[config.mk]
export PLATFORM = sky130hd
export DESIGN_NAME = segment_reorder_window
export DESIGN_NICKNAME = d
export VERILOG_FILES = /design/src/sro_pkg.sv /design/src/sro_ram.sv /design/src/sro_ctrl.sv /design/src/sro_datapath.sv /design/src/segment_reorder_window.sv
export VERILOG_INCLUDE_DIRS = /design/src /design/src/src
export SDC_FILE = /design/constraint.sdc
export NUM_CORES = 1
export LEC_CHECK = 0
export ABC_AREA = 1
export CORE_UTILIZATION = 50
export DETAILED_ROUTE_END_ITERATION = 8
export DONT_BUFFER_PORTS = 1
export MAX_ROUTING_LAYER = met4
export PLACE_DENSITY_LB_ADDON = 0.25
export SLEW_MARGIN = 20
export SYNTH_ARGS = -nofsm -noshare
export SYNTH_HDL_FRONTEND = slang
export SYNTH_SLANG_ARGS = --single-unit
[constraint.sdc]
create_clock -name clk -period 10.1 [get_ports clk]
set_input_delay 1.01 -clock clk [delete_from_list [all_inputs] [get_ports clk]]
set_output_delay 1.01 -clock clk [all_outputs]
set_load 0.03 [all_outputs]
[src/segment_reorder_window_assert.svh]
// assertion macros used by the reorder window datapath
// no dependencies; included by sro_datapath, the one file that asserts
`ifndef SEGMENT_REORDER_WINDOW_ASSERT_SVH
`define SEGMENT_REORDER_WINDOW_ASSERT_SVH

// same-cycle implication, masked during reset
`define SRO_ASSERT_NOW(label, clk, rst, ante, cons) \
  label: assert property (@(posedge clk) disable iff (rst) (ante) |-> (cons)) \
    else $error("reorder window check failed");

// next-cycle implication, masked during reset
`define SRO_ASSERT_NEXT(label, clk, rst, ante, cons) \
  label: assert property (@(posedge clk) disable iff (rst) (ante) |=> (cons)) \
    else $error("reorder window check failed");

`endif

[src/sro_pkg.sv]
// shared types and codes of the segment reorder window
// no dependencies
package sro_pkg;

  localparam int MAX_RELEASES = 8;
  localparam int CNT_W        = $clog2(MAX_RELEASES);

  localparam logic [2:0] STAT_ACCEPTED  = 3'd0;
  localparam logic [2:0] STAT_ZERO_LEN  = 3'd1;
  localparam logic [2:0] STAT_OUTSIDE   = 3'd2;
  localparam logic [2:0] STAT_DUPLICATE = 3'd3;
  localparam logic [2:0] STAT_OVER_CAP  = 3'd4;

  localparam logic KIND_VERDICT = 1'b0;
  localparam logic KIND_RELEASE = 1'b1;

  localparam logic [19:0] CAPACITY_RESET = 20'd4096;

  // commands from controller to datapath
  typedef struct packed {
    logic capture;
    logic check;
    logic release_seg;
    logic at_limit;
  } sro_cmd_t;

  // status from datapath to controller
  typedef struct packed {
    logic out_free;
    logic head_valid;
    logic head_written;
    logic next_valid;
  } sro_flags_t;

endpackage

[src/sro_ram.sv]
// generic single-write, single-read ram with registered read data
// no dependencies
module sro_ram #(
  parameter int WIDTH = 48,
  parameter int DEPTH = 8
) (
  input  logic                                    clk,
  input  logic                                    we,
  input  logic [(DEPTH > 1 ? $clog2(DEPTH) : 1)-1:0] waddr,
  input  logic [WIDTH-1:0]                        wdata,
  input  logic [(DEPTH > 1 ? $clog2(DEPTH) : 1)-1:0] raddr,
  output logic [WIDTH-1:0]                        rdata
);

  logic [WIDTH-1:0] mem [DEPTH];

  always_ff @(posedge clk) begin
    if (we) begin
      mem[waddr] <= wdata;
    end
    rdata <= mem[raddr];
  end

endmodule

[src/sro_ctrl.sv]
// sequencing controller of the segment reorder window
// depends on sro_pkg
module sro_ctrl (
  input  logic                clk,
  input  logic                rst,
  input  logic                in_valid,
  output logic                in_stall,
  input  sro_pkg::sro_flags_t flags,
  output sro_pkg::sro_cmd_t   cmd
);

  localparam logic [1:0] ST_IDLE  = 2'd0;
  localparam logic [1:0] ST_CHECK = 2'd1;
  localparam logic [1:0] ST_FETCH = 2'd2;
  localparam logic [1:0] ST_DRAIN = 2'd3;

  logic [1:0]               state;
  logic [1:0]               state_next;
  logic [sro_pkg::CNT_W-1:0] cnt;
  logic [sro_pkg::CNT_W-1:0] cnt_next;

  always_comb begin
    state_next      = state;
    cnt_next        = cnt;
    cmd.capture     = 1'b0;
    cmd.check       = 1'b0;
    cmd.release_seg = 1'b0;
    cmd.at_limit    = (cnt == sro_pkg::CNT_W'(sro_pkg::MAX_RELEASES - 1));
    in_stall        = 1'b1;
    unique case (state)
      ST_IDLE: begin
        in_stall = 1'b0;
        if (in_valid) begin
          cmd.capture = 1'b1;
          state_next  = ST_CHECK;
        end
      end
      ST_CHECK: begin
        if (flags.out_free) begin
          cmd.check = 1'b1;
          cnt_next  = '0;
          if (!flags.head_valid) begin
            state_next = ST_IDLE;
          end else if (flags.head_written) begin
            state_next = ST_FETCH;
          end else begin
            state_next = ST_DRAIN;
          end
        end
      end
      ST_FETCH: begin
        state_next = ST_DRAIN;
      end
      ST_DRAIN: begin
        if (flags.out_free) begin
          cmd.release_seg = 1'b1;
          cnt_next        = cnt + 1'b1;
          if (cmd.at_limit || !flags.next_valid) begin
            state_next = ST_IDLE;
          end
        end
      end
      default: begin
        state_next = ST_IDLE;
      end
    endcase
  end

  always_ff @(posedge clk) begin
    if (rst) begin
      state <= ST_IDLE;
      cnt   <= '0;
    end else begin
      state <= state_next;
      cnt   <= cnt_next;
    end
  end

endmodule

[src/sro_datapath.sv]
// window state, slot store and result register of the segment reorder window
// depends on sro_pkg, sro_ram and the assertion header
`include "segment_reorder_window_assert.svh"

module sro_datapath #(
  parameter int WINDOW_SLOTS = 8
) (
  input  logic                clk,
  input  logic                rst,
  input  logic                cfg_valid,
  input  logic [19:0]         cfg_data,
  input  logic [15:0]         seqno,
  input  logic [15:0]         segment_length,
  input  logic [31:0]         payload_handle,
  input  sro_pkg::sro_cmd_t   cmd,
  output sro_pkg::sro_flags_t flags,
  output logic                out_valid,
  input  logic                out_stall,
  output logic                kind,
  output logic [2:0]          status,
  output logic [15:0]         accepted_length,
  output logic [31:0]         released_handle,
  output logic [15:0]         released_length,
  output logic [15:0]         released_seqno,
  output logic [15:0]         expected_seqno,
  output logic [19:0]         pending_bytes,
  output logic                last
);

  localparam int SLOT_W = (WINDOW_SLOTS > 1) ? $clog2(WINDOW_SLOTS) : 1;

  // captured input
  logic [15:0] seq_q;
  logic [15:0] len_q;
  logic [31:0] handle_q;

  // window state
  logic [WINDOW_SLOTS-1:0] slot_valid;
  logic [15:0]             next_expected;
  logic [19:0]             bytes_held;
  logic [SLOT_W-1:0]       window_base;
  logic [19:0]             capacity;

  logic [15:0]             offset;
  logic                    in_window;
  logic [SLOT_W:0]         slot_sum;
  logic [SLOT_W-1:0]       slot;
  logic [20:0]             held_sum;
  logic [2:0]              verdict;
  logic                    ok;
  logic [WINDOW_SLOTS-1:0] slot_mask;
  logic [WINDOW_SLOTS-1:0] base_mask;
  logic [WINDOW_SLOTS-1:0] valid_stored;
  logic [WINDOW_SLOTS-1:0] valid_cleared;
  logic [SLOT_W-1:0]       base_inc;
  logic [15:0]             expected_inc;
  logic [19:0]             bytes_stored;
  logic [19:0]             bytes_released;
  logic [47:0]             ram_rdata;
  logic [SLOT_W-1:0]       ram_raddr;
  logic                    ram_we;

  always_comb begin
    offset    = seq_q - next_expected;
    in_window = offset < 16'(WINDOW_SLOTS);
    slot_sum  = {1'b0, window_base} + {1'b0, offset[SLOT_W-1:0]};
    if (slot_sum >= (SLOT_W + 1)'(WINDOW_SLOTS)) begin
      slot = SLOT_W'(slot_sum - (SLOT_W + 1)'(WINDOW_SLOTS));
    end else begin
      slot = slot_sum[SLOT_W-1:0];
    end
    held_sum = {1'b0, bytes_held} + {5'd0, len_q};
    priority if (len_q == 16'd0) begin
      verdict = sro_pkg::STAT_ZERO_LEN;
    end else if (!in_window) begin
      verdict = sro_pkg::STAT_OUTSIDE;
    end else if (slot_valid[slot]) begin
      verdict = sro_pkg::STAT_DUPLICATE;
    end else if (held_sum > {1'b0, capacity}) begin
      verdict = sro_pkg::STAT_OVER_CAP;
    end else begin
      verdict = sro_pkg::STAT_ACCEPTED;
    end
    ok            = (verdict == sro_pkg::STAT_ACCEPTED);
    slot_mask     = WINDOW_SLOTS'(1) << slot;
    base_mask     = WINDOW_SLOTS'(1) << window_base;
    valid_stored  = ok ? (slot_valid | slot_mask) : slot_valid;
    valid_cleared = slot_valid & ~base_mask;
    base_inc      = (window_base == SLOT_W'(WINDOW_SLOTS - 1)) ? '0 : window_base + 1'b1;
    expected_inc  = next_expected + 16'd1;
    bytes_stored  = ok ? held_sum[19:0] : bytes_held;
    bytes_released = bytes_held - {4'd0, ram_rdata[15:0]};
  end

  assign flags.out_free     = !out_valid || !out_stall;
  assign flags.head_valid   = valid_stored[window_base];
  assign flags.head_written = ok && (slot == window_base);
  assign flags.next_valid   = valid_cleared[base_inc];

  // read the head now, or the slot after it while a release goes out
  assign ram_raddr = cmd.release_seg ? base_inc : window_base;
  assign ram_we    = cmd.check && ok;

  sro_ram #(
    .WIDTH(48),
    .DEPTH(WINDOW_SLOTS)
  ) u_slots (
    .clk  (clk),
    .we   (ram_we),
    .waddr(slot),
    .wdata({handle_q, len_q}),
    .raddr(ram_raddr),
    .rdata(ram_rdata)
  );

  always_ff @(posedge clk) begin
    if (cmd.capture) begin
      seq_q    <= seqno;
      len_q    <= segment_length;
      handle_q <= payload_handle;
    end
  end

  always_ff @(posedge clk) begin
    if (rst) begin
      slot_valid    <= '0;
      next_expected <= '0;
      bytes_held    <= '0;
      window_base   <= '0;
      capacity      <= sro_pkg::CAPACITY_RESET;
      out_valid     <= 1'b0;
    end else begin
      if (cfg_valid) begin
        capacity <= cfg_data;
      end
      if (cmd.check) begin
        slot_valid <= valid_stored;
        bytes_held <= bytes_stored;
      end else if (cmd.release_seg) begin
        slot_valid    <= valid_cleared;
        bytes_held    <= bytes_released;
        next_expected <= expected_inc;
        window_base   <= base_inc;
      end
      if (cmd.check || cmd.release_seg) begin
        out_valid <= 1'b1;
      end else if (!out_stall) begin
        out_valid <= 1'b0;
      end
    end
  end

  // result register, loaded only when the previous result has gone
  always_ff @(posedge clk) begin
    if (cmd.check) begin
      kind            <= sro_pkg::KIND_VERDICT;
      status          <= verdict;
      accepted_length <= ok ? len_q : 16'd0;
      released_handle <= '0;
      released_length <= '0;
      released_seqno  <= '0;
      expected_seqno  <= next_expected;
      pending_bytes   <= bytes_stored;
      last            <= !valid_stored[window_base];
    end else if (cmd.release_seg) begin
      kind            <= sro_pkg::KIND_RELEASE;
      status          <= sro_pkg::STAT_ACCEPTED;
      accepted_length <= '0;
      released_handle <= ram_rdata[47:16];
      released_length <= ram_rdata[15:0];
      released_seqno  <= next_expected;
      expected_seqno  <= expected_inc;
      pending_bytes   <= bytes_released;
      last            <= cmd.at_limit || !valid_cleared[base_inc];
    end
  end

  `SRO_ASSERT_NOW(a_release_head_valid, clk, rst, cmd.release_seg, slot_valid[window_base])
  `SRO_ASSERT_NEXT(a_check_gives_verdict, clk, rst, cmd.check,
                   out_valid && (kind == sro_pkg::KIND_VERDICT))
  `SRO_ASSERT_NEXT(a_release_advances, clk, rst, cmd.release_seg,
                   out_valid && (kind == sro_pkg::KIND_RELEASE) &&
                   (released_seqno == $past(next_expected)))

endmodule

[src/segment_reorder_window.sv]
// top level of the segment reorder window: controller, datapath, config port
// depends on sro_pkg, sro_ctrl, sro_datapath (and through it sro_ram)
//
// usage
//   input channel (in_valid / in_stall): one segment descriptor per transfer,
//   seqno, segment_length and payload_handle. a transfer happens only while
//   the block is idle; in_stall stays high while an item is being worked on
//   output channel (out_valid / out_stall): each input gives one verdict
//   (kind 0) followed by up to eight releases (kind 1) of in-order segments,
//   the final one flagged by last. a stalled result holds its fields
//   config channel (cfg_valid / cfg_ready / cfg_data): writes capacity; it is
//   always ready and should only be used while no item is in flight
//   sequence: the input is captured, then the check state gives the verdict;
//   each release comes from the drain state, the first after a fetch state when
//   the new segment lands in the head slot (slot ram registered read). a
//   stall holds check and drain; the next item is taken back in idle
//   reset: all slots empty, expected number and pending bytes zero, capacity
//   4096; no clearing pass is needed
//   a stalled receiver simply freezes the sequence; nothing is dropped
module segment_reorder_window #(
  parameter int WINDOW_SLOTS = 8
) (
  input  logic        clk,
  input  logic        rst,
  // configuration write
  input  logic        cfg_valid,
  output logic        cfg_ready,
  input  logic [19:0] cfg_data,
  // input segments
  input  logic        in_valid,
  output logic        in_stall,
  input  logic [15:0] seqno,
  input  logic [15:0] segment_length,
  input  logic [31:0] payload_handle,
  // results
  output logic        out_valid,
  input  logic        out_stall,
  output logic        kind,
  output logic [2:0]  status,
  output logic [15:0] accepted_length,
  output logic [31:0] released_handle,
  output logic [15:0] released_length,
  output logic [15:0] released_seqno,
  output logic [15:0] expected_seqno,
  output logic [19:0] pending_bytes,
  output logic        last
);

  sro_pkg::sro_cmd_t   cmd;
  sro_pkg::sro_flags_t flags;

  // capacity register takes a write in any cycle
  assign cfg_ready = 1'b1;

  // state machine: idle, check, optional fetch, drain
  sro_ctrl u_ctrl (
    .clk     (clk),
    .rst     (rst),
    .in_valid(in_valid),
    .in_stall(in_stall),
    .flags   (flags),
    .cmd     (cmd)
  );

  // window bookkeeping, slot ram and result register
  sro_datapath #(
    .WINDOW_SLOTS(WINDOW_SLOTS)
  ) u_datapath (
    .clk            (clk),
    .rst            (rst),
    .cfg_valid      (cfg_valid && cfg_ready),
    .cfg_data       (cfg_data),
    .seqno          (seqno),
    .segment_length (segment_length),
    .payload_handle (payload_handle),
    .cmd            (cmd),
    .flags          (flags),
    .out_valid      (out_valid),
    .out_stall      (out_stall),
    .kind           (kind),
    .status         (status),
    .accepted_length(accepted_length),
    .released_handle(released_handle),
    .released_length(released_length),
    .released_seqno (released_seqno),
    .expected_seqno (expected_seqno),
    .pending_bytes  (pending_bytes),
    .last           (last)
  );

endmodule

### Yosys cells after proc, flatten, opt, wreduce, memory -nomap -nowiden

Memory sizes are Yosys's and may differ from the RTL's. A register that Yosys moved wholly into a read port is not among the register bits.
Cells that the tools add are included.

| word-level totals | value |
|---|---|
| memories | 1 |
| input port bits | 89 |
| logic and storage cells | 117 |
| register bits after elaboration | 258 |
| bits in writable memories | 384 |
| output and inout port bits | 124 |

| operators by class | value |
|---|---|
| shifts and indexed selects | 2 |
| $add $sub $neg | 8 |
| order comparisons | 6 |
| eq/ne operators | 11 |
| reductions and logical operators | 17 |
| mux-type cells | 48 |
| bitwise gates (word level) | 4 |

Memories:

| name | depth | width | rd ports | clocked after Yosys merged registers in | wr ports | RTL line | source |
|---|---|---|---|---|---|---|---|
| u_datapath.u_slots.mem | 8 | 48 | 1 | 1 | 1 | sro_ram.sv:15 | `logic [WIDTH-1:0] mem [DEPTH];` |

Operators by type and width:

| kind | count |
|---|---|
| 16-bit two-way mux | 5 |
| 20-bit two-way mux | 3 |
| 3-bit two-way mux | 11 |
| 8-bit two-way mux | 3 |
| 20-bit by 16-bit adder with 21-bit output | 1 |
| 21-bit by 20-bit greater-than comparator with 1-bit output | 1 |
| 20-bit by 16-bit subtractor with 20-bit output | 1 |
| 16-bit by 1-bit adder with 16-bit output (second input constant) | 1 |
| 16-bit logical NOT | 1 |
| 16-bit by 4-bit less-than comparator with 1-bit output (second input constant) | 1 |
| 1-bit two-way mux | 16 |
| 1-bit by 3-bit left shift with 8-bit output (first input constant) | 2 |
| 16-bit subtractor | 1 |
| 3-bit by 4-bit less-than comparator with 1-bit output (second input constant) | 3 |
| 2-bit two-way mux | 5 |
| 1-bit binary-select mux with 3-bit select | 3 |
| 8-bit AND | 1 |
| 8-bit inverter | 1 |
| 8-bit OR | 1 |
| 2-bit one-hot mux with 4 select lines | 1 |
| 3-bit by 1-bit adder with 3-bit output (second input constant) | 2 |
| 3-bit == test (second input constant) | 2 |
| 2-bit inequality test (second input constant) | 3 |
| 3-bit one-hot mux with 2 select lines | 1 |
| 17 further kinds | 26 |

### Depth between registers and ports, before layout

| logic depth | value |
|---|---|
| word-level depth | 16 |
| mapped depth | 32 |
| gate-level depth less buffers | 32 |

### Hierarchy

A second synthesis with hierarchy kept.

| second synthesis, totals | value |
|---|---|
| cells, all modules | 3295 |
| area, all modules | 30932.2 µm² |

Modules (own cells, without submodules):

| module | cells each | area an instance (µm²) | sequential area each (µm²) | instances |
|---|---|---|---|---|
| sro_ram | 1725 | 17670.7 | 12492.0 | 1 |
| sro_datapath | 1522 | 12954.9 | 6266.0 | 1 |
| sro_ctrl | 46 | 295.3 | 100.1 | 1 |
| segment_reorder_window | 2 | 11.3 | 0.0 | 1 |

### Least setup slack after synthesis

OpenSTA, ideal clock, no wires.

| timing path | value |
|---|---|
| kind | flip-flop to flip-flop |
| from | reg u_datapath.len_q[0] |
| to | mem u_datapath.u_slots.mem[0][0] (enable) |
| setup time | 0.573 ns |
| clock period less this slack | 8.501 ns |
| cell stages (with the launch flop) | 24 |
| data arrival time | 7.929 ns |
| slack | 1.599 ns |
| cells stage by stage | edfxtp_1 ha_1 inv_1 fa_1 nand3b_1 nand2_1 a21oi_1 nor3_1 nand3b_1 a21boi_0 o21ai_0 xor2_1 ha_1 a21oi_1 o21bai_1 a21oi_1 nand2_1 nand2_1 nand2_1 a21oi_1 a31oi_1 a21oi_1 nand2_1 nor4_1 |

| between the ends | value |
|---|---|
| longest elaborated chain between the ends | 10 |
| elaborated cells on any way between the ends | 11 |
| classes of those cells | 1 x add/sub; 1 x order compare; 6 x mux; 3 x reduce/logical |

Ends and longest elaborated chain:

| element | RTL line | source |
|---|---|---|
| start, declared | sro_datapath.sv:34 | `logic [15:0] len_q;` |
| start signal, assigned | sro_datapath.sv:119 | `len_q <= segment_length;` |
| 20-bit by 16-bit adder with 21-bit output | sro_datapath.sv:72 | `held_sum = {1'b0, bytes_held} + {5'd0, len_q};` |
| 21-bit by 20-bit greater-than comparator with 1-bit output | sro_datapath.sv:79 | `end else if (held_sum > {1'b0, capacity}) begin` |
| 3-bit two-way mux | sro_datapath.sv:79 |  |
| 3-bit two-way mux | sro_datapath.sv:77 | `end else if (slot_valid[slot]) begin` |
| 3-bit two-way mux | sro_datapath.sv:75 | `end else if (!in_window) begin` |
| 3-bit two-way mux (*) | sro_datapath.sv:73 | `priority if (len_q == 16'd0) begin` |
| 3-bit logical NOT (*) | sro_datapath.sv:84 | `ok = (verdict == sro_pkg::STAT_ACCEPTED);` |
| 1-bit logical AND (*) | sro_datapath.sv:102 | `assign ram_we = cmd.check && ok;` |
| 1-bit two-way mux (*) | sro_ram.sv:18 | `if (we) begin` |
| 1-bit two-way mux (implied by the code) (*) | sro_ram.sv:19 | `mem[waddr] <= wdata;` |
| end, declared | sro_ram.sv:15 |  |

Every way passes the cells marked *; elsewhere a longest branch is shown, timed or not.

### Worst setup path after layout

| timing path | value |
|---|---|
| from | reg u_datapath.len_q[0] |
| to | mem u_datapath.u_slots.mem[5][45] (enable) |

Same word-level chain as after synthesis.

==> impl_metrics.xml <==
<?xml version="1.0" encoding="UTF-8"?>
<metrics>
  <group name="status">
    <metric name="outcome" unit="">finished clean</metric>
  </group>
  <group name="power_and_ir_drop">
    <metric name="power.leakage" unit="nW">12.1</metric>
    <metric name="switching_share" unit="%">31.9</metric>
    <metric name="netSwitchingPower" unit="W">0.00249</metric>
    <metric name="clkPwrFrac" unit="%">34.2</metric>
    <metric name="vdd.ir_drop.worst" unit="mV">0.191</metric>
    <metric name="p_per_area" unit="nW/um2">241</metric>
    <metric name="cell_internal_pwr" unit="W">0.00530</metric>
    <metric name="power.share.sequential" unit="%">48.1</metric>
    <metric name="p_comb_share" unit="%">17.7</metric>
  </group>
  <group name="setup_path">
    <metric name="cp-start-kind" unit="">register</metric>
    <metric name="crit_type" unit="">reg -&gt; reg</metric>
    <metric name="end_kind" unit="">register</metric>
    <metric name="data_required_critical_path" unit="ns">10.33</metric>
    <metric name="critPathArrivalTime" unit="ns">5.85</metric>
    <metric name="worstPathMaxFanout" unit="">48</metric>
  </group>
  <group name="timing">
    <metric name="final-setup-viol-count" unit="">0</metric>
    <metric name="max_slew_margin" unit="%">26.2</metric>
    <metric name="min_period_over_period" unit="%">55.6</metric>
    <metric name="worst-slew-pin-transition" unit="ns">1.11</metric>
    <metric name="post_layout_worst_setup_margin" unit="ns">4.48</metric>
    <metric name="finalClockSkew" unit="ns">0.0174</metric>
    <metric name="hold_viol_final" unit="">0</metric>
    <metric name="clock.fmax" unit="MHz">178</metric>
    <metric name="max_slew_violation_total_from_the_final_report" unit="">0</metric>
    <metric name="rsz0062_at_grt" unit="">false</metric>
    <metric name="totalNegativeSetupSlack" unit="ns">0</metric>
    <metric name="finalCriticalPeriod" unit="ns">5.62</metric>
  </group>
  <group name="route">
    <metric name="detailroute.via_count" unit="">20000</metric>
    <metric name="initialDrtViolationCount" unit="">1656</metric>
    <metric name="drt-vias-per-instance" unit="">5.64</metric>
    <metric name="drt_wl_total" unit="um">73000</metric>
    <metric name="drc" unit="">0</metric>
    <metric name="drt_pre_antenna_iters" unit="">7</metric>
    <metric name="drt-wirelength-per-cell" unit="um">20.6</metric>
    <metric name="drtAntennaViolNets" unit="">0</metric>
  </group>
  <group name="die">
    <metric name="die_y" unit="um">243</metric>
    <metric name="core_area" unit="um2">57600</metric>
    <metric name="fp.dieArea" unit="um2">59200</metric>
    <metric name="boundaryPins" unit="">213</metric>
    <metric name="floorplan.die.width" unit="um">243</metric>
    <metric name="row_count" unit="">88</metric>
    <metric name="initial_utilization" unit="%">50.6</metric>
  </group>
  <group name="clock_tree">
    <metric name="clock_path_buffers" unit="">3</metric>
    <metric name="cts-htree-levels" unit="">3</metric>
    <metric name="cts_setup_buffers" unit="">0</metric>
    <metric name="cts_buffers" unit="">72</metric>
    <metric name="cts_tree" unit="">built</metric>
    <metric name="worstSkewPairLatency" unit="ns">0.62</metric>
    <metric name="clk_transition_reported_paths" unit="ns">0.06</metric>
    <metric name="clock-sinks" unit="">690</metric>
    <metric name="hold_buffers" unit="">0</metric>
    <metric name="post_cts.resized_instances" unit="">0</metric>
    <metric name="cts.root.buffer_cell" unit="">sky130_fd_sc_hd__clkbuf_16</metric>
  </group>
  <group name="yosys">
    <metric name="synth_most_common_cell" unit="">sky130_fd_sc_hd__edfxtp_1</metric>
    <metric name="ys_top_cells_by_count" unit="">504 x sky130_fd_sc_hd__edfxtp_1, 479 x sky130_fd_sc_hd__nor2_1, 346 x sky130_fd_sc_hd__o21ai_0</metric>
    <metric name="synth_top_area_share" unit="%">52.0</metric>
    <metric name="synth_sequential_area_ratio" unit="%">64.8</metric>
    <metric name="synth.area.top_cells" unit="">sky130_fd_sc_hd__edfxtp_1 52%, sky130_fd_sc_hd__dfxtp_1 13%, sky130_fd_sc_hd__nor2_1 6.2%</metric>
    <metric name="gate_count_of_the_mapped_netlist" unit="">2755</metric>
    <metric name="async_reset_ff_share" unit="%">0</metric>
    <metric name="number_of_synthesized_flops_with_an_enable_pin" unit="">504</metric>
    <metric name="yosys_warnings" unit="">0</metric>
    <metric name="mappedNetlistNets" unit="">2925</metric>
    <metric name="syn_avg_cell_area" unit="um2">10.6</metric>
    <metric name="syn_area" unit="um2">29100</metric>
    <metric name="synthDominantAreaCellType" unit="">sky130_fd_sc_hd__edfxtp_1</metric>
    <metric name="postSynthRegisterBits" unit="">690</metric>
    <metric name="ys.flop_type" unit="">sky130_fd_sc_hd__edfxtp_1</metric>
    <metric name="synth_cell_type_count" unit="">56</metric>
  </group>
  <group name="final_layout">
    <metric name="n_fill_cell" unit="">4804</metric>
    <metric name="finish.cell_count_without_fillers" unit="">3551</metric>
    <metric name="nets" unit="">2894</metric>
    <metric name="area_growth" unit="%">10.8</metric>
    <metric name="final_layout_size_suffix_gt1_share" unit="%">6.97</metric>
  </group>
  <group name="grt">
    <metric name="grt_antenna_before_repair" unit="">3</metric>
    <metric name="grt_max_degree" unit="">119</metric>
    <metric name="grt_pass1_wl" unit="um">112000</metric>
    <metric name="grt_util_all_layers" unit="%">25.2</metric>
    <metric name="first_global_vias" unit="">19600</metric>
    <metric name="grt.overflow.total" unit="">0</metric>
  </group>
  <group name="worst_hold_path">
    <metric name="timing.hold.worst.class" unit="">reg -&gt; reg</metric>
  </group>
  <group name="placed_design">
    <metric name="gpl.final_weighted_congestion" unit="">0.971</metric>
    <metric name="place_inst" unit="">3415</metric>
    <metric name="preCtsSetupSlack" unit="ns">4.55</metric>
    <metric name="hpwl" unit="um">45700</metric>
    <metric name="portBuffers" unit="">0</metric>
  </group>
  <group name="flow_run">
    <metric name="timing.max_cap.violations" unit="">0</metric>
  </group>
</metrics>
-- stage by stage --
step,util (%),hold WS (ns),instance area [um2],power [W]
after detailed placement,51.8,0.436,29800,0.00517
after floorplan,-,0.426,29100,0.00472
after global routing,56.0,0.453,32300,0.00815
after CTS,56.0,0.435,32300,0.00783
after global placement,51.8,0.438,29800,0.00515
final,56.0,0.446,32300,0.00779
-- per-layer routing --
metal | track usage (%) | routed length, um | vias to the layer above
li1 | - | - | 9538
met1 | 33.8 | 32500 | 9647
met2 | 39.5 | 33800 | 714
met3 | 3.81 | 4800 | 114
met4 | 8.51 | 1870 | 0
met5 | - | 0 | -
-- cell families after synthesis --
| logic type | Yosys count | synth area share, % |
|---|---|---|
| simple gates | 910 | 12.9 |
| xor+xnor | 41 | 1.23 |
| buf+inv | 362 | 4.79 |
| fa+ha+maj | 81 | 3.58 |
| other cells | 1 | 0.0129 |
| flops | 690 | 64.8 |
| compound gates | 670 | 12.7 |
-- critical path, stage by stage, from the launching register on --
cell and delay (ns):
sky130_fd_sc_hd__edfxtp_1 0.55, sky130_fd_sc_hd__ha_1 0.24, sky130_fd_sc_hd__inv_1 0.08, sky130_fd_sc_hd__fa_1 0.40, sky130_fd_sc_hd__nand3b_1 0.18, sky130_fd_sc_hd__nand2_1 0.15
sky130_fd_sc_hd__a21oi_1 0.13, sky130_fd_sc_hd__nor3_1 0.13, sky130_fd_sc_hd__nand3b_1 0.15, sky130_fd_sc_hd__a21boi_0 0.14, sky130_fd_sc_hd__xnor2_1 0.30, sky130_fd_sc_hd__ha_1 0.31
sky130_fd_sc_hd__nand2_1 0.09, sky130_fd_sc_hd__inv_1 0.05, sky130_fd_sc_hd__nand2_1 0.08, sky130_fd_sc_hd__inv_1 0.04, sky130_fd_sc_hd__a21oi_1 0.15, sky130_fd_sc_hd__nand2_1 0.08
sky130_fd_sc_hd__nand2_1 0.06, sky130_fd_sc_hd__nand2_1 0.04, sky130_fd_sc_hd__nand2_1 0.05, sky130_fd_sc_hd__nand2_1 0.06, sky130_fd_sc_hd__a21oi_1 0.13, sky130_fd_sc_hd__a31oi_1 0.07
sky130_fd_sc_hd__a21oi_1 0.20, sky130_fd_sc_hd__nand2_1 0.36, sky130_fd_sc_hd__nor4_2 0.26, sky130_fd_sc_hd__buf_4 0.72
-- placed cells by master, fill, tap and decap left out, drive strengths merged, types with 4 or more instances in the layout --
| master | synthesis | routed |
|---|---|---|
| edfxtp | 504 | 504 |
| nor2 | 484 | 484 |
| o21ai | 381 | 381 |
| nand2 | 293 | 293 |
| inv | 234 | 238 |
| dfxtp | 186 | 186 |
| a21oi | 135 | 135 |
| clkbuf | 112 | 102 |
| ha | 77 | 77 |
| nand3 | 70 | 70 |
| o22ai | 54 | 54 |
| a31oi | 53 | 53 |
| xor2 | 30 | 30 |
| clkinv | 3 | 25 |
| buf | 13 | 20 |
| nor3 | 19 | 19 |
| a22o | 18 | 18 |
| nand4 | 16 | 16 |
| nor4 | 13 | 13 |
| xnor2 | 11 | 11 |
| a221oi | 7 | 7 |
| nand3b | 6 | 6 |
| o211ai | 6 | 6 |
| bufinv | 0 | 5 |
| and2 | 4 | 4 |
| a211oi | 4 | 4 |
| fa | 4 | 4 |
-- path summary, 6_finish.rpt --
| check | startpoint | endpoint | slack, ns | cells after the start |
|---|---|---|---|---|
| max | u_datapath.len_q[0]$_DFFE_PP_ | u_datapath.u_slots.mem[5][45]$_DFFE_PP_ | 4.48 | 27 |
| min | u_datapath.u_slots.rdata[22]$_DFF_P_ | u_datapath.released_handle[6]$_SDFFE_PP0P_ | 0.45 | 1 |
| max reg2reg | u_datapath.len_q[0]$_DFFE_PP_ | u_datapath.u_slots.mem[5][45]$_DFFE_PP_ | 4.48 | 27 |
| min reg2reg | u_datapath.u_slots.rdata[22]$_DFF_P_ | u_datapath.released_handle[6]$_SDFFE_PP0P_ | 0.45 | 1 |
-- power groups by stage --
| stage | sequential, W | combinational (W) | clock (W) |
|---|---|---|---|
| 6_report | 0.00375 | 0.00138 | 0.00266 |
| 5_1_grt | 0.00377 | 0.00155 | 0.00282 |
| 4_1_cts | 0.00375 | 0.00137 | 0.00271 |
| 3_5_place_dp | 0.00381 | 0.00136 | 0 |
| 3_3_place_gp | 0.00380 | 0.00135 | 0 |
| 2_1_floorplan | 0.00372 | 0.000994 | 0 |
-- layout make-up --
cell class / instances / area, um2 / area share [%]
Clock buffer: 102 / 2030 / 6.30
Tap cell: 765 / 957 / 2.97
Sequential cell: 690 / 18900 / 58.4
Clock inverter: 32 / 388 / 1.20
Inverter: 237 / 900 / 2.79
Antenna cell: 2 / 5.00 / 0.0155
Timing Repair Buffer: 20 / 150 / 0.465
Multi-Input combinational cell: 1703 / 8980 / 27.8
-- state kept, by name (all words and copies together), names as in the netlist, 20 cells and up, named ones only --
register and count:
u_datapath.released_handle 32, u_datapath.u_slots.rdata 48, u_datapath.capacity 20, u_datapath.handle_q 32, u_datapath.pending_bytes 20, u_datapath.u_slots.mem 384
u_datapath.bytes_held 20
No activity file was read; power rests on OpenSTA's default activity.
